[src/sv/ll1rc_pkg.sv]
// ----------------------------------------------------------------------------
// ll1rc_pkg: shared types and tables for the LL(1) regex syntax checker
// Symbol codes, status codes, controller states, the command and status
// records between controller and datapath, and the prediction table.
// ----------------------------------------------------------------------------
`default_nettype none

package ll1rc_pkg;

    typedef enum logic [3:0] {
        SY_END  = 4'd0,
        SY_E    = 4'd1,
        SY_ET   = 4'd2,
        SY_C    = 4'd3,
        SY_CT   = 4'd4,
        SY_S    = 4'd5,
        SY_ST   = 4'd6,
        SY_A    = 4'd7,
        SY_BAR  = 4'd8,
        SY_DOT  = 4'd9,
        SY_STAR = 4'd10,
        SY_LP   = 4'd11,
        SY_RP   = 4'd12,
        SY_LET  = 4'd13,
        SY_BAD  = 4'd14
    } sym_t;

    typedef enum logic [1:0] {
        STS_PEND = 2'd0,
        STS_ACC  = 2'd1,
        STS_ERR  = 2'd2,
        STS_OVF  = 2'd3
    } status_t;

    typedef enum logic [2:0] {
        D_ACC,
        D_ERR,
        D_OVF,
        D_MATCH,
        D_EMPTY,
        D_EXPAND
    } dec_t;

    typedef enum logic [2:0] {
        ST_IDLE,
        ST_INIT0,
        ST_INIT1,
        ST_FETCH,
        ST_DECIDE,
        ST_PUSH,
        ST_DONE
    } state_t;

    typedef struct packed {
        logic    cap_in;
        logic    init0;
        logic    init1;
        logic    rd_top;
        logic    pop;
        logic    latch_rhs;
        logic    push;
        logic    res_load;
        status_t res_code;
        logic    out_load;
    } ctrl_cmd_t;

    typedef struct packed {
        dec_t dec;
        logic push_last;
    } dp_stat_t;

    typedef struct packed {
        logic       ok;
        logic [1:0] n;
        sym_t       r0;
        sym_t       r1;
        sym_t       r2;
    } pred_t;

    localparam logic [7:0] CH_BAR  = 8'h7C;
    localparam logic [7:0] CH_DOT  = 8'h2E;
    localparam logic [7:0] CH_STAR = 8'h2A;
    localparam logic [7:0] CH_LP   = 8'h28;
    localparam logic [7:0] CH_RP   = 8'h29;
    localparam logic [7:0] CH_LO_A = 8'h61;
    localparam logic [7:0] CH_LO_Z = 8'h7A;

    function automatic sym_t classify(input logic [7:0] ch);
        sym_t s;
        if (ch >= CH_LO_A && ch <= CH_LO_Z) begin
            s = SY_LET;
        end
        else if (ch == CH_BAR) begin
            s = SY_BAR;
        end
        else if (ch == CH_DOT) begin
            s = SY_DOT;
        end
        else if (ch == CH_STAR) begin
            s = SY_STAR;
        end
        else if (ch == CH_LP) begin
            s = SY_LP;
        end
        else if (ch == CH_RP) begin
            s = SY_RP;
        end
        else begin
            s = SY_BAD;
        end
        return s;
    endfunction

    // Right-hand side in left-to-right order; empty productions are
    // chosen on the follow set of their nonterminal.
    function automatic pred_t predict(input sym_t nt, input sym_t la);
        pred_t p;
        logic  starts;
        starts = (la == SY_LP) || (la == SY_LET);
        p.ok = 1'b0;
        p.n  = 2'd0;
        p.r0 = SY_END;
        p.r1 = SY_END;
        p.r2 = SY_END;
        unique case (nt)
            SY_E: begin
                if (starts) begin
                    p.ok = 1'b1; p.n = 2'd2; p.r0 = SY_C; p.r1 = SY_ET;
                end
            end
            SY_ET: begin
                if (la == SY_BAR) begin
                    p.ok = 1'b1; p.n = 2'd2; p.r0 = SY_BAR; p.r1 = SY_E;
                end
                else if (la == SY_RP || la == SY_END) begin
                    p.ok = 1'b1;
                end
            end
            SY_C: begin
                if (starts) begin
                    p.ok = 1'b1; p.n = 2'd2; p.r0 = SY_S; p.r1 = SY_CT;
                end
            end
            SY_CT: begin
                if (la == SY_DOT) begin
                    p.ok = 1'b1; p.n = 2'd2; p.r0 = SY_DOT; p.r1 = SY_C;
                end
                else if (la == SY_BAR || la == SY_RP || la == SY_END) begin
                    p.ok = 1'b1;
                end
            end
            SY_S: begin
                if (starts) begin
                    p.ok = 1'b1; p.n = 2'd2; p.r0 = SY_A; p.r1 = SY_ST;
                end
            end
            SY_ST: begin
                if (la == SY_STAR) begin
                    p.ok = 1'b1; p.n = 2'd2; p.r0 = SY_STAR; p.r1 = SY_ST;
                end
                else if (la == SY_DOT || la == SY_BAR || la == SY_RP || la == SY_END) begin
                    p.ok = 1'b1;
                end
            end
            SY_A: begin
                if (la == SY_LP) begin
                    p.ok = 1'b1; p.n = 2'd3;
                    p.r0 = SY_LP; p.r1 = SY_E; p.r2 = SY_RP;
                end
                else if (la == SY_LET) begin
                    p.ok = 1'b1; p.n = 2'd1; p.r0 = SY_LET;
                end
            end
            default: begin
                p.ok = 1'b0;
            end
        endcase
        return p;
    endfunction

endpackage

`default_nettype wire

[src/sv/ll1rc_dp.sv]
// ----------------------------------------------------------------------------
// ll1rc_dp: parser datapath
// Holds the symbol stack memory, the stack level, the lookahead, the
// pending right-hand side and the result registers, and classifies the
// top of stack against the lookahead for the controller.
// ----------------------------------------------------------------------------
`default_nettype none

module ll1rc_dp #(
    parameter int STACK_DEPTH = 64
) (
    input  wire logic               clk,
    input  wire logic               rst_n,
    input  wire logic [7:0]         symbol,
    input  wire logic               is_end,
    input  wire ll1rc_pkg::ctrl_cmd_t cmd,
    output ll1rc_pkg::dp_stat_t     stat,
    output logic [1:0]              status
);

    localparam int AW = $clog2(STACK_DEPTH);
    localparam int LW = $clog2(STACK_DEPTH + 1);

    ll1rc_pkg::sym_t mem [STACK_DEPTH];

    ll1rc_pkg::sym_t    rd_data_reg;
    ll1rc_pkg::sym_t    la_reg;
    ll1rc_pkg::sym_t    la_next;
    logic [LW-1:0]      level_reg;
    logic [LW-1:0]      level_next;
    logic [LW-1:0]      level_dec;
    logic [LW:0]        grow_sum;
    logic [1:0]         cnt_reg;
    logic [1:0]         cnt_next;
    ll1rc_pkg::sym_t    r0_reg;
    ll1rc_pkg::sym_t    r1_reg;
    ll1rc_pkg::sym_t    r2_reg;
    ll1rc_pkg::status_t res_reg;
    ll1rc_pkg::status_t out_reg;
    ll1rc_pkg::pred_t   pr;
    ll1rc_pkg::sym_t    push_sym;
    logic               wr_en;
    logic [AW-1:0]      wr_addr;
    ll1rc_pkg::sym_t    wr_data;
    logic [AW-1:0]      rd_addr;

    assign level_dec = level_reg - LW'(1);
    assign rd_addr   = level_dec[AW-1:0];
    assign pr        = ll1rc_pkg::predict(rd_data_reg, la_reg);
    assign grow_sum  = {1'b0, level_dec} + (LW + 1)'(pr.n);
    assign la_next   = is_end ? ll1rc_pkg::SY_END : ll1rc_pkg::classify(symbol);

    always_comb begin
        unique case (cnt_reg)
            2'd3:    push_sym = r2_reg;
            2'd2:    push_sym = r1_reg;
            default: push_sym = r0_reg;
        endcase
    end

    always_comb begin
        wr_en   = cmd.init0 | cmd.init1 | cmd.push;
        wr_addr = level_reg[AW-1:0];
        wr_data = push_sym;
        if (cmd.init0) begin
            wr_addr = AW'(0);
            wr_data = ll1rc_pkg::SY_END;
        end
        else if (cmd.init1) begin
            wr_addr = AW'(1);
            wr_data = ll1rc_pkg::SY_E;
        end
    end

    always_comb begin
        stat.push_last = (cnt_reg == 2'd1);
        if (level_reg == '0 || level_reg > LW'(STACK_DEPTH)) begin
            stat.dec = ll1rc_pkg::D_ERR;
        end
        else if (rd_data_reg == ll1rc_pkg::SY_END) begin
            stat.dec = (la_reg == ll1rc_pkg::SY_END) ? ll1rc_pkg::D_ACC : ll1rc_pkg::D_ERR;
        end
        else if (rd_data_reg >= ll1rc_pkg::SY_BAR) begin
            stat.dec = (rd_data_reg == la_reg) ? ll1rc_pkg::D_MATCH : ll1rc_pkg::D_ERR;
        end
        else if (!pr.ok) begin
            stat.dec = ll1rc_pkg::D_ERR;
        end
        else if (pr.n == 2'd0) begin
            stat.dec = ll1rc_pkg::D_EMPTY;
        end
        else if (grow_sum > (LW + 1)'(STACK_DEPTH)) begin
            stat.dec = ll1rc_pkg::D_OVF;
        end
        else begin
            stat.dec = ll1rc_pkg::D_EXPAND;
        end
    end

    always_comb begin
        level_next = level_reg;
        cnt_next   = cnt_reg;
        if (cmd.init1) begin
            level_next = LW'(2);
        end
        else if (cmd.pop) begin
            level_next = level_dec;
        end
        else if (cmd.push) begin
            level_next = level_reg + LW'(1);
        end
        if (cmd.latch_rhs) begin
            cnt_next = pr.n;
        end
        else if (cmd.push) begin
            cnt_next = cnt_reg - 2'd1;
        end
    end

    always_ff @(posedge clk) begin
        if (wr_en) begin
            mem[wr_addr] <= wr_data;
        end
        if (cmd.rd_top) begin
            rd_data_reg <= mem[rd_addr];
        end
    end

    always_ff @(posedge clk or negedge rst_n) begin
        if (!rst_n) begin
            level_reg <= '0;
            cnt_reg   <= '0;
        end
        else begin
            level_reg <= level_next;
            cnt_reg   <= cnt_next;
        end
    end

    always_ff @(posedge clk) begin
        if (cmd.cap_in) begin
            la_reg <= la_next;
        end
        if (cmd.latch_rhs) begin
            r0_reg <= pr.r0;
            r1_reg <= pr.r1;
            r2_reg <= pr.r2;
        end
        if (cmd.res_load) begin
            res_reg <= cmd.res_code;
        end
        if (cmd.out_load) begin
            out_reg <= res_reg;
        end
    end

    assign status = out_reg;

endmodule

`default_nettype wire

[src/sv/ll1rc_ctrl.sv]
// ----------------------------------------------------------------------------
// ll1rc_ctrl: parser sequencer
// Steps each item through stack reload on a start request, top fetch, decision and
// pushes, keeps the parse-finished flag and drives the result handshake.
// ----------------------------------------------------------------------------
`default_nettype none

module ll1rc_ctrl (
    input  wire logic                clk,
    input  wire logic                rst_n,
    input  wire logic                req_valid,
    output logic                     req_ready,
    input  wire logic                start_req,
    output logic                     rsp_valid,
    input  wire logic                rsp_ready,
    input  wire ll1rc_pkg::dp_stat_t stat,
    output ll1rc_pkg::ctrl_cmd_t     cmd
);

    ll1rc_pkg::state_t state_reg;
    ll1rc_pkg::state_t state_next;
    logic              finished_reg;
    logic              finished_next;
    logic              out_valid_reg;
    logic              out_valid_next;

    always_ff @(posedge clk or negedge rst_n) begin
        if (!rst_n) begin
            state_reg     <= ll1rc_pkg::ST_IDLE;
            finished_reg  <= 1'b1;
            out_valid_reg <= 1'b0;
        end
        else begin
            state_reg     <= state_next;
            finished_reg  <= finished_next;
            out_valid_reg <= out_valid_next;
        end
    end

    always_comb begin
        state_next    = state_reg;
        finished_next = finished_reg;
        req_ready     = 1'b0;
        cmd           = '0;
        cmd.res_code  = ll1rc_pkg::STS_ERR;
        unique case (state_reg)
            ll1rc_pkg::ST_IDLE: begin
                req_ready = 1'b1;
                if (req_valid) begin
                    cmd.cap_in = 1'b1;
                    if (start_req) begin
                        finished_next = 1'b0;
                        state_next    = ll1rc_pkg::ST_INIT0;
                    end
                    else if (finished_reg) begin
                        cmd.res_load = 1'b1;
                        cmd.res_code = ll1rc_pkg::STS_ERR;
                        state_next   = ll1rc_pkg::ST_DONE;
                    end
                    else begin
                        state_next = ll1rc_pkg::ST_FETCH;
                    end
                end
            end
            ll1rc_pkg::ST_INIT0: begin
                cmd.init0  = 1'b1;
                state_next = ll1rc_pkg::ST_INIT1;
            end
            ll1rc_pkg::ST_INIT1: begin
                cmd.init1  = 1'b1;
                state_next = ll1rc_pkg::ST_FETCH;
            end
            ll1rc_pkg::ST_FETCH: begin
                cmd.rd_top = 1'b1;
                state_next = ll1rc_pkg::ST_DECIDE;
            end
            ll1rc_pkg::ST_DECIDE: begin
                unique case (stat.dec)
                    ll1rc_pkg::D_ACC: begin
                        cmd.res_load  = 1'b1;
                        cmd.res_code  = ll1rc_pkg::STS_ACC;
                        finished_next = 1'b1;
                        state_next    = ll1rc_pkg::ST_DONE;
                    end
                    ll1rc_pkg::D_OVF: begin
                        cmd.pop       = 1'b1;
                        cmd.res_load  = 1'b1;
                        cmd.res_code  = ll1rc_pkg::STS_OVF;
                        finished_next = 1'b1;
                        state_next    = ll1rc_pkg::ST_DONE;
                    end
                    ll1rc_pkg::D_MATCH: begin
                        cmd.pop      = 1'b1;
                        cmd.res_load = 1'b1;
                        cmd.res_code = ll1rc_pkg::STS_PEND;
                        state_next   = ll1rc_pkg::ST_DONE;
                    end
                    ll1rc_pkg::D_EMPTY: begin
                        cmd.pop    = 1'b1;
                        state_next = ll1rc_pkg::ST_FETCH;
                    end
                    ll1rc_pkg::D_EXPAND: begin
                        cmd.pop       = 1'b1;
                        cmd.latch_rhs = 1'b1;
                        state_next    = ll1rc_pkg::ST_PUSH;
                    end
                    default: begin
                        cmd.res_load  = 1'b1;
                        cmd.res_code  = ll1rc_pkg::STS_ERR;
                        finished_next = 1'b1;
                        state_next    = ll1rc_pkg::ST_DONE;
                    end
                endcase
            end
            ll1rc_pkg::ST_PUSH: begin
                cmd.push = 1'b1;
                if (stat.push_last) begin
                    state_next = ll1rc_pkg::ST_FETCH;
                end
            end
            ll1rc_pkg::ST_DONE: begin
                if (!out_valid_reg || rsp_ready) begin
                    cmd.out_load = 1'b1;
                    state_next   = ll1rc_pkg::ST_IDLE;
                end
            end
            default: begin
                state_next = ll1rc_pkg::ST_IDLE;
            end
        endcase
    end

    always_comb begin
        out_valid_next = out_valid_reg;
        if (cmd.out_load) begin
            out_valid_next = 1'b1;
        end
        else if (rsp_ready) begin
            out_valid_next = 1'b0;
        end
    end

    assign rsp_valid = out_valid_reg;

endmodule

`default_nettype wire

[src/sv/ll1_regex_syntax_checker_core.sv]
// A start request first reloads the stack; then the top of stack is fetched and decided on,
// and symbols are pushed, until a match, accept, overflow or error gives the result; once
// the parse is finished, an item goes straight to an error result. Items are taken only
// while idle, even while a result waits; a later result holds until that one is taken.
// Reset (rst_n, asynchronous, active low) empties the stack, marks the parse as
// finished and drops the result valid; stack contents are undefined until written.
// ----------------------------------------------------------------------------
// ll1_regex_syntax_checker_core: LL(1) regular-expression syntax checker
// Takes one character or end marker per transfer and returns the parse
// status for it, using a symbol stack expanded through a prediction table.
// ----------------------------------------------------------------------------
`default_nettype none

module ll1_regex_syntax_checker_core #(
    parameter int STACK_DEPTH = 64
) (
    input  wire logic       clk,
    input  wire logic       rst_n,
    input  wire logic       req_valid,
    output logic            req_ready,
    input  wire logic       start_req,
    input  wire logic [7:0] symbol,
    input  wire logic       is_end,
    output logic            rsp_valid,
    input  wire logic       rsp_ready,
    output logic [1:0]      status
);

    ll1rc_pkg::ctrl_cmd_t cmd;
    ll1rc_pkg::dp_stat_t  stat;

    ll1rc_ctrl u_ctrl (
        .clk       (clk),
        .rst_n     (rst_n),
        .req_valid (req_valid),
        .req_ready (req_ready),
        .start_req (start_req),
        .rsp_valid (rsp_valid),
        .rsp_ready (rsp_ready),
        .stat      (stat),
        .cmd       (cmd)
    );

    ll1rc_dp #(
        .STACK_DEPTH (STACK_DEPTH)
    ) u_dp (
        .clk    (clk),
        .rst_n  (rst_n),
        .symbol (symbol),
        .is_end (is_end),
        .cmd    (cmd),
        .stat   (stat),
        .status (status)
    );

endmodule

`default_nettype wire

[config.mk]
export PLATFORM = sky130hd
export DESIGN_NAME = ll1_regex_syntax_checker_core
export DESIGN_NICKNAME = d
export VERILOG_FILES = /design/src/sv/ll1rc_pkg.sv /design/src/sv/ll1rc_dp.sv /design/src/sv/ll1rc_ctrl.sv /design/src/sv/ll1_regex_syntax_checker_core.sv
export SDC_FILE = /design/constraint.sdc
export NUM_CORES = 1
export LEC_CHECK = 0
export ABC_AREA = 1
export BUFFER_PORTS_ARGS = -buffer_cell sky130_fd_sc_hd__buf_2
export CAP_MARGIN = 25
export CORE_MARGIN = 2
export CORE_UTILIZATION = 50
export CTS_CLUSTER_DIAMETER = 200
export DETAILED_ROUTE_END_ITERATION = 10
export GPL_ROUTABILITY_DRIVEN = 0
export PLACE_DENSITY = 0.73
export SYNTH_ARGS = -nofsm -noshare
export SYNTH_HDL_FRONTEND = slang
export SYNTH_SLANG_ARGS = --single-unit
[constraint.sdc]
create_clock -name clk -period 3.7 [get_ports clk]
set_input_delay 0.185 -clock clk [delete_from_list [all_inputs] [get_ports clk]]
set_output_delay 0.185 -clock clk [all_outputs]
set_load 0.02 [all_outputs]
==> qor.json, run 1 <==
{
  "num_io_pins": {"value": 18},
  "worstSetupStartpointType": {"value": "flop"},
  "synth_cells": {"value": 1178},
  "worst_hold_check_path_type": {"value": "in2reg"},
  "cts.hold.buffers_added": {"value": 3},
  "path_class": {"value": "reg2reg"},
  "yosysWarningCount": {"value": 0},
  "peak_supply_drop": {"value": 0.0007532, "unit": "V"},
  "routed_via_density": {"value": 5.928},
  "design.final.nets": {"value": 1211},
  "max_fanout_on_critical_path": {"value": 56},
  "globalRouteTotalUtil": {"value": 22.34, "unit": "%"},
  "h-tree-depth": {"value": 1},
  "ctsRootBufferMaster": {"value": "clkbuf_16"},
  "num_vias": {"value": 9171},
  "fin_crit": {"value": 3.272, "unit": "ns"},
  "core_area": {"value": 0.02576, "unit": "mm^2"},
  "port_buffers": {"value": 17},
  "slew-limit-headroom": {"value": 41.80, "unit": "%"},
  "outcome": {"value": "finished, final reports clean"},
  "fmaxAchievable": {"value": 305.6, "unit": "MHz"},
  "cts_setup_buffers": {"value": 0},
  "core.rowCount": {"value": 59},
  "mapped_cell_area": {"value": 0.01301, "unit": "mm^2"},
  "finalCritPeriodShare": {"value": 88.44, "unit": "%"},
  "share_of_final_layout_standard_cells_stronger_than_drive_strength_1": {"value": 9.983, "unit": "%"},
  "total_clock_sinks": {"value": 290},
  "swShare": {"value": 42.35, "unit": "%"},
  "cells_resized_by_post_cts_repair": {"value": 0},
  "global_route_wire_length_before_repair": {"value": 46910, "unit": "um"},
  "timing.setup.tns": {"value": 0, "unit": "ns"},
  "power.switching": {"value": 5.749, "unit": "mW"},
  "dp_hpwl": {"value": 18970, "unit": "um"},
  "reported_leakage_power": {"value": 4.982, "unit": "nW"},
  "dr.first_iter.drc_count": {"value": 1105},
  "overall_die_area": {"value": 0.02732, "unit": "mm^2"},
  "share_seq_of_total_power": {"value": 34.8, "unit": "%"},
  "flip_flop_and_latch_area": {"value": 0.008643, "unit": "mm^2"},
  "tritoncts": {"value": "done"},
  "power_density_over_the_cells": {"value": 941.7, "unit": "mW/mm^2"},
  "diodes": {"value": 0},
  "worst_clock_skew": {"value": 0.01547, "unit": "ns"},
  "grt_pass1_vias": {"value": 8736},
  "routedWlPerCell": {"value": 19.55, "unit": "um"},
  "die_w": {"value": 165.3, "unit": "um"},
  "synth_async_sr_flop_share": {"value": 4.828, "unit": "%"},
  "share_comb_of_total_power": {"value": 44.7, "unit": "%"},
  "num-fill-cells": {"value": 2090},
  "synth.ff_latch_count": {"value": 290},
  "clock_path_buffers": {"value": 3},
  "grt_antenna_before_repair": {"value": 1},
  "final-max-slew-violation-count": {"value": 0},
  "finalHoldViolCount": {"value": 0},
  "largest_reg_flops": {"value": 256},
  "clk_pin_slew_worst_paths": {"value": 0.07, "unit": "ns"},
  "area_growth_syn_to_layout": {"value": 10.84, "unit": "%"},
  "pin_count_of_the_biggest_net_entering_global_routing": {"value": 73},
  "synth_edf_count": {"value": 276},
  "start_util": {"value": 50.48, "unit": "%"},
  "detail_route.first_pass.iterations": {"value": 5},
  "drv.max_cap_violation_count": {"value": 0},
  "postLayoutCoreUtil": {"value": 55.96, "unit": "%"},
  "synth_seq_area_share": {"value": 66.43, "unit": "%"},
  "yosysUniqueCellTypes": {"value": 43},
  "max_slew.worst_pin.slew": {"value": 0.8651, "unit": "ns"},
  "setup.worst_path.end_class": {"value": "flop"},
  "number_of_nets_with_antenna_violations_after_detailed_routing": {"value": 0},
  "rsz0062_at_grt": {"value": "false"},
  "worst-endpoint-required": {"value": 3.98, "unit": "ns"},
  "report.final.setup_viol": {"value": 0},
  "grt-ovfl-total": {"value": 0},
  "chipHeight": {"value": 165.3, "unit": "um"},
  "postSynth.topFlopCell": {"value": "edfxtp_1"},
  "syn-num-nets": {"value": 1200},
  "route.detailed.drc": {"value": 0},
  "post_synth.cell_area_avg": {"value": 11.04, "unit": "um^2"},
  "route.final.wire_length": {"value": 30250, "unit": "um"},
  "arrival": {"value": 3.56, "unit": "ns"},
  "clockPowerShare": {"value": 20.5, "unit": "%"},
  "p_int": {"value": 7.826, "unit": "mW"},
  "clock_latency": {"value": 0.56, "unit": "ns"},
  "multi_input_comb_area": {"value": 0.003885, "unit": "mm^2"},
  "tritoncts.num_buffers": {"value": 29}
}
## final cells by class
type                            count  area share, %
Clock inverter                     14         0.8332
Tap cell                          335          2.907
Multi-Input combinational cell    759          26.95
Sequential cell                   290          59.95
Timing Repair Buffer               40          2.152
Inverter                           69          1.814
Clock buffer                       40          5.390
## stage by stage
step	cell area (um^2)	power, mW	hold slack, ns	cells	setup slack (ns)
2_1_floorplan	13010	8.677	-0.1106	1178	0.3535
3_3_place_gp	13460	10.62	0.1100	1489	0.6008
3_5_place_dp	13490	10.75	0.1078	1490	0.5487
4_1_cts	14420	13.52	0.005333	1547	0.5261
5_1_grt	14420	14.33	0.04323	1547	0.1924
6_report	14420	13.58	0.02371	1547	0.4278
## cells in the final DEF (no fill, tap or decap), drive strengths merged, types with 12 or more instances in the layout
cell    instances
o22ai          41
o211ai         32
clkinv         15
buf            37
nor2          248
o21ai         159
a21oi          13
dfrtp          13
nand2         122
clkbuf         40
nand4          15
nand3          58
inv            66
o221ai         24
nor3           12
edfxtp        276
## layer usage
layer | vias up | GRT usage (%) | wire, um
met3 | 86 | 3.521 | 2472
met4 | 2 | 9.170 | 1124
met1 | 4386 | 29.63 | 12450
met2 | 426 | 36.93 | 14180
li1 | 4271 | - | -
met5 | - | 0 | 13
## synthesized netlist by cell type, drive strengths merged (3+ instances only)
cell type / instances / area [um^2]
edfxtp: 276 / 8288
nor2: 248 / 958.4
o21ai: 159 / 795.8
nand2: 122 / 533.0
inv: 66 / 247.7
nand3: 58 / 295.3
clkbuf: 53 / 198.9
o22ai: 41 / 256.5
o211ai: 32 / 240.2
o221ai: 24 / 210.2
nand4: 15 / 108.9
a21oi: 13 / 72.57
dfrtp: 13 / 325.3
nor3: 12 / 65.06
ha: 8 / 100.1
xor2: 8 / 70.07
buf: 7 / 45.03
xnor2: 5 / 62.56
a31oi: 4 / 25.02
nor4: 4 / 25.02
clkinv: 3 / 12.51
## kinds of logic (layout without fill, tap and decap cells)
kind of cell               count (synthesis)  in the layout  synth area share, %
and+or+nand+nor                          462            462                15.41
buffers and inverters                    129            163                3.877
xor gates and xnor gates                  13             13                1.020
DFF                                      290            290                66.43
AOI/OAI and AO/OA                        276            276                12.50
adders and majority gates                  8              8               0.7696
## path summary, 6_finish.rpt
path | start | to | slack (ns) | cells past startpoint
min | symbol[0] | u_dp.la_reg[1] | 0.02 | 2
min in group asynchronous | rst_n | u_dp.level_reg[5] | 0.06 | 2
max reg2reg | u_dp.level_reg[0] | u_dp.rd_data_reg[3] | 0.43 | 11
max | u_dp.level_reg[0] | u_dp.rd_data_reg[3] | 0.43 | 11
max in group asynchronous | rst_n | u_ctrl.finished_reg | 3.34 | 2
min reg2reg | u_dp.res_reg[1] | u_dp.status[1] | 0.42 | 0
## worst max-delay path: stages (launching register included)
cell and delay (ns):
dfrtp_4 0.48, clkinv_2 0.06, buf_4 0.41, ha_1 0.29, xnor2_1 0.11, inv_1 0.14, buf_4 0.51, o221ai_1 0.23
o211ai_1 0.16, o21ai_0 0.14, o211ai_1 0.32, nand2_1 0.13
## power groups by stage
| stage | clock network [mW] | logic (mW) | registers [mW] |
|---|---|---|---|
| CTS | 2.82 | 5.98 | 4.72 |
| finish | 2.79 | 6.07 | 4.72 |
| detailed placement | 0 | 5.96 | 4.78 |
| global placement | 0 | 5.85 | 4.78 |
| floorplan | 0 | 3.91 | 4.77 |
| global route | 2.95 | 6.64 | 4.74 |
Power figures use the tool's default switching activity.
==> inputs of run 2 (changes only) <==
- ABC_AREA: 1 -> 0
==> qor.json, run 2 <==
{
  "finish.instance_area": {"value": 0.01467, "unit": "mm^2", "change": "+1.7%"},
  "yosys.cell_count.top_type": {"value": "edfxtp_1"},
  "clock_latency": {"value": 0.56, "unit": "ns", "change": "about the same"},
  "worst_slack": {"value": 0.09563, "unit": "ns", "change": "-0.3322 ns"},
  "drv.max_cap_violation_count": {"value": 0, "change": "unchanged"},
  "grt_antenna_before_repair": {"value": 0, "change": "-1"},
  "worst-endpoint-required": {"value": 3.91, "unit": "ns", "change": "-0.07 ns"},
  "finalHoldViolCount": {"value": 0, "change": "unchanged"},
  "timing.hold.worst.start": {"value": "symbol[2]"},
  "port_buffers": {"value": 17, "change": "unchanged"},
  "muxShareOfSynthArea": {"value": 14.52, "unit": "%", "change": "+15 points"},
  "diodes": {"value": 0, "change": "unchanged"},
  "core_area": {"value": 0.02533, "unit": "mm^2", "change": "-1.7%"},
  "syn-num-nets": {"value": 830, "change": "-31%"},
  "peak_supply_drop": {"value": 0.0003996, "unit": "V", "change": "-47%"},
  "total_power": {"value": 12.49, "unit": "mW", "change": "-8.0%"},
  "tritoncts.num_buffers": {"value": 29, "change": "unchanged"},
  "chipHeight": {"value": 165.1, "unit": "um", "change": "-0.12%"},
  "share_of_final_layout_standard_cells_stronger_than_drive_strength_1": {"value": 25.09, "unit": "%", "change": "+15 points"},
  "h-tree-depth": {"value": 1, "change": "unchanged"},
  "finalCritPeriodShare": {"value": 97.42, "unit": "%", "change": "+9.0 points"},
  "ctsRootBufferMaster": {"value": "clkbuf_16"},
  "timing.setup.tns": {"value": 0, "unit": "ns", "change": "unchanged"},
  "pin_count_of_the_biggest_net_entering_global_routing": {"value": 65, "change": "-11%"},
  "timing.hold.worst_endpoint": {"value": "u_dp.la_reg[1]"},
  "final_common_cell": {"value": "edfxtp_1"},
  "synth_async_sr_flop_share": {"value": 4.828, "unit": "%", "change": "unchanged"},
  "mostFrequentLayoutCells": {"value": "edfxtp_1 (276), nor2_1 (90), mux4_2 (80), nand2_1 (56), buf_4 (38)"},
  "synth_top_area_cell": {"value": "edfxtp_1"},
  "postSynth.topFlopCell": {"value": "edfxtp_1"},
  "critical_path.reg2reg.endpoint": {"value": "u_dp.r0_reg[2]"},
  "start_util": {"value": 51.23, "unit": "%", "change": "+0.74 points"},
  "design.final.nets": {"value": 876, "change": "-28%"},
  "clock_path_buffers": {"value": 3, "change": "unchanged"},
  "fmaxAchievable": {"value": 277.4, "unit": "MHz", "change": "-9.2%"},
  "min_delay_path_depth": {"value": 2, "change": "unchanged"},
  "area_growth_syn_to_layout": {"value": 13.06, "unit": "%"},
  "worst_clock_skew": {"value": 0.01223, "unit": "ns", "change": "-0.003242 ns"},
  "final-max-slew-violation-count": {"value": 0, "change": "unchanged"},
  "largest_reg_flops": {"value": 256, "change": "unchanged"},
  "num-fill-cells": {"value": 1870, "change": "-11%"},
  "yosysWarningCount": {"value": 0, "change": "unchanged"},
  "synth_xor_xnor_area_share": {"value": 1.321, "unit": "%", "change": "+0.30 points"},
  "post_synth.cell_area_avg": {"value": 16.06, "unit": "um^2", "change": "+45%"},
  "num_io_pins": {"value": 18, "change": "unchanged"},
  "number_of_nets_with_antenna_violations_after_detailed_routing": {"value": 0, "change": "unchanged"},
  "power_density_over_the_cells": {"value": 851.6, "unit": "mW/mm^2", "change": "-9.6%"},
  "synth_top_family_by_area": {"value": "multiplexers"},
  "route.final.wire_length": {"value": 27290, "unit": "um", "change": "-9.8%"},
  "report.final.setup_viol": {"value": 0, "change": "unchanged"},
  "reported_leakage_power": {"value": 4.738, "unit": "nW", "change": "-4.9%"},
  "die_w": {"value": 165.1, "unit": "um", "change": "-0.12%"},
  "arrival": {"value": 3.82, "unit": "ns", "change": "+0.26 ns"},
  "synthAdderAreaFrac": {"value": 0.7715, "unit": "%", "change": "+0.0019 points"},
  "routedWlPerCell": {"value": 22.61, "unit": "um", "change": "+16%"},
  "basic_gate_share_of_the_synthesized_area_counting_and_or_nand_and_nor_cells": {"value": 8.998, "unit": "%", "change": "-6.4 points"},
  "outcome": {"value": "finished, final reports clean"},
  "routed_via_density": {"value": 6.089, "change": "+2.7%"},
  "compound_gate_portion_of_the_synthesized_area": {"value": 5.806, "unit": "%", "change": "-6.7 points"},
  "yosys-top-cells-area": {"value": "edfxtp_1 (64%), mux4_2 (14%), nor2_1 (2.6%)"},
  "global_route_wire_length_before_repair": {"value": 42090, "unit": "um", "change": "-10%"},
  "worst-r2r-setup-slack": {"value": 0.1, "unit": "ns", "change": "-0.33 ns"},
  "slew-limit-headroom": {"value": 32.66, "unit": "%", "change": "-9.1 points"},
  "overall_die_area": {"value": 0.02725, "unit": "mm^2", "change": "-0.25%"},
  "dp_hpwl": {"value": 17510, "unit": "um", "change": "-7.7%"},
  "mapped_cell_area": {"value": 0.01297, "unit": "mm^2", "change": "-0.25%"},
  "post-place-ws": {"value": 0.1234, "unit": "ns", "change": "-0.4254 ns"},
  "synth_cells": {"value": 808, "change": "-31%"},
  "dr.first_iter.drc_count": {"value": 700, "change": "-37%"},
  "grt-ovfl-total": {"value": 0, "change": "unchanged"},
  "worst_hold_slack": {"value": 0.05434, "unit": "ns", "change": "+0.03063 ns"},
  "route.detailed.drc": {"value": 0, "change": "unchanged"},
  "fin_crit": {"value": 3.604, "unit": "ns", "change": "+0.3322 ns"},
  "clk_pin_slew_worst_paths": {"value": 0.06, "unit": "ns", "change": "about the same"},
  "max_slew.worst_pin.slew": {"value": 1.006, "unit": "ns", "change": "+0.1414 ns"},
  "total_clock_sinks": {"value": 290, "change": "unchanged"},
  "synth.ff_latch_count": {"value": 290, "change": "unchanged"},
  "synth_edf_count": {"value": 276, "change": "unchanged"},
  "worstSetupStartpointType": {"value": "flop"},
  "synth_seq_area_share": {"value": 66.59, "unit": "%", "change": "+0.17 points"},
  "post-synth-top-area-fraction": {"value": 63.88, "unit": "%", "change": "+0.16 points"},
  "setup.worst_path.end_class": {"value": "flop"},
  "max_fanout_on_critical_path": {"value": 11, "change": "-80%"},
  "core.rowCount": {"value": 58, "change": "-1.7%"},
  "place_area": {"value": 0.01358, "unit": "mm^2", "change": "+0.70%"},
  "path_class": {"value": "reg2reg"},
  "tritoncts": {"value": "done"},
  "detail_route.first_pass.iterations": {"value": 5, "change": "unchanged"},
  "netlist_top_cells_count": {"value": "edfxtp_1 (276), nor2_1 (91), mux4_2 (80)"},
  "yosysUniqueCellTypes": {"value": 78, "change": "+81%"},
  "num_vias": {"value": 7349, "change": "-20%"},
  "worst_hold_check_path_type": {"value": "in2reg"},
  "grt_pass1_vias": {"value": 7285, "change": "-17%"},
  "ff2ff_path_depth": {"value": 12, "change": "+1"},
  "reg2reg_from": {"value": "u_dp.la_reg[1]"},
  "globalRouteTotalUtil": {"value": 20.70, "unit": "%", "change": "-1.6 points"}
}
==> run 2: cell count changes after synthesis, moves of 13 or more <==
| cell | previous run | this run |
|---|---|---|
| nand3_1 | 57 | 19 |
| o21ai_0 | 155 | 18 |
| o211ai_1 | 32 | 5 |
| clkbuf_1 | 53 | 25 |
| o221ai_1 | 24 | 0 |
| nand2_1 | 104 | 56 |
| o22ai_1 | 41 | 7 |
| nand4_1 | 14 | 1 |
| nor2_1 | 243 | 91 |
| mux4_2 | 0 | 80 |
| inv_1 | 57 | 12 |
==> run 2: cell families after synthesis <==
group	count (synthesis)
mux	88
flops	290
buf+inv	58
xor+xnor	17
compound gates	108
fa+ha+maj	8
simple gates	239
==> run 2: layer usage <==
metal | GRT usage, % | vias to the layer above | wire (um)
met5 | 0 | - | 0
met4 | 6.403 | 0 | 902
met3 | 3.372 | 64 | 1716
met2 | 34.36 | 259 | 13360
met1 | 28.48 | 3723 | 11310
li1 | - | 3303 | -
==> run 2: timing repair <==
action / in CTS / in global routing
endpoints found under the setup margin: 0 / 12
setup buffers: 0 / 3
hold endpoints to repair: 20 / 0
hold buffers: 6 / 0
gates resized for setup: 0 / 3
==> run 2: worst max-delay path, stage by stage (launching register included) <==
cell       delay (ns)
edfxtp_1         0.47
or4b_1           0.56
a31oi_2          0.25
o21bai_2         0.11
and2_4           0.19
xor2_1           0.14
ha_2             0.24
mux2i_1          0.18
nand3_1          0.11
a22oi_1          0.26
o2111ai_2        0.14
a21o_4           0.24
a21oi_4          0.37
==> run 2: where the power goes <==
group	internal, mW	switching (mW)	total, mW
logic	1.97	2.90	4.86
registers	4.49	0.189	4.68
clock network	1.72	1.22	2.95
==> run 2: layout make-up <==
cell class                      count  area (um^2)  share of cell area, %
Timing Repair Buffer               61        430.4                  2.934
Clock inverter                     25        256.5                  1.749
Inverter                           12        45.04                 0.3071
Multi-Input combinational cell    460         4154                  28.32
Clock buffer                       29        725.7                  4.948
Tap cell                          330        412.9                  2.815
Sequential cell                   290         8643                  58.93
==> run 2: per-stage QoR <==
stage                     instances  utilization [%]
after CTS                      1204            57.75
after global placement         1144            53.63
after detailed placement       1144            53.63
after global routing           1207            57.91
after floorplan                 808                -
final                          1207            57.91
==> run 2: worst max path at each step <==
stage / end / startpoint / cells after the start / slack (ns)
2_1_floorplan: u_dp.r0_reg[0] / u_dp.level_reg[0] / 15 / 0.02
3_3_place_gp: u_dp.r1_reg[1] / u_dp.la_reg[1] / 12 / 0.18
3_5_place_dp: u_dp.r0_reg[1] / u_dp.la_reg[1] / 12 / 0.12
4_1_cts: u_dp.r0_reg[1] / u_dp.la_reg[1] / 12 / 0.12
5_1_grt: u_dp.r0_reg[1] / u_dp.la_reg[1] / 12 / -0.01
6_report: u_dp.r0_reg[2] / u_dp.la_reg[1] / 12 / 0.1
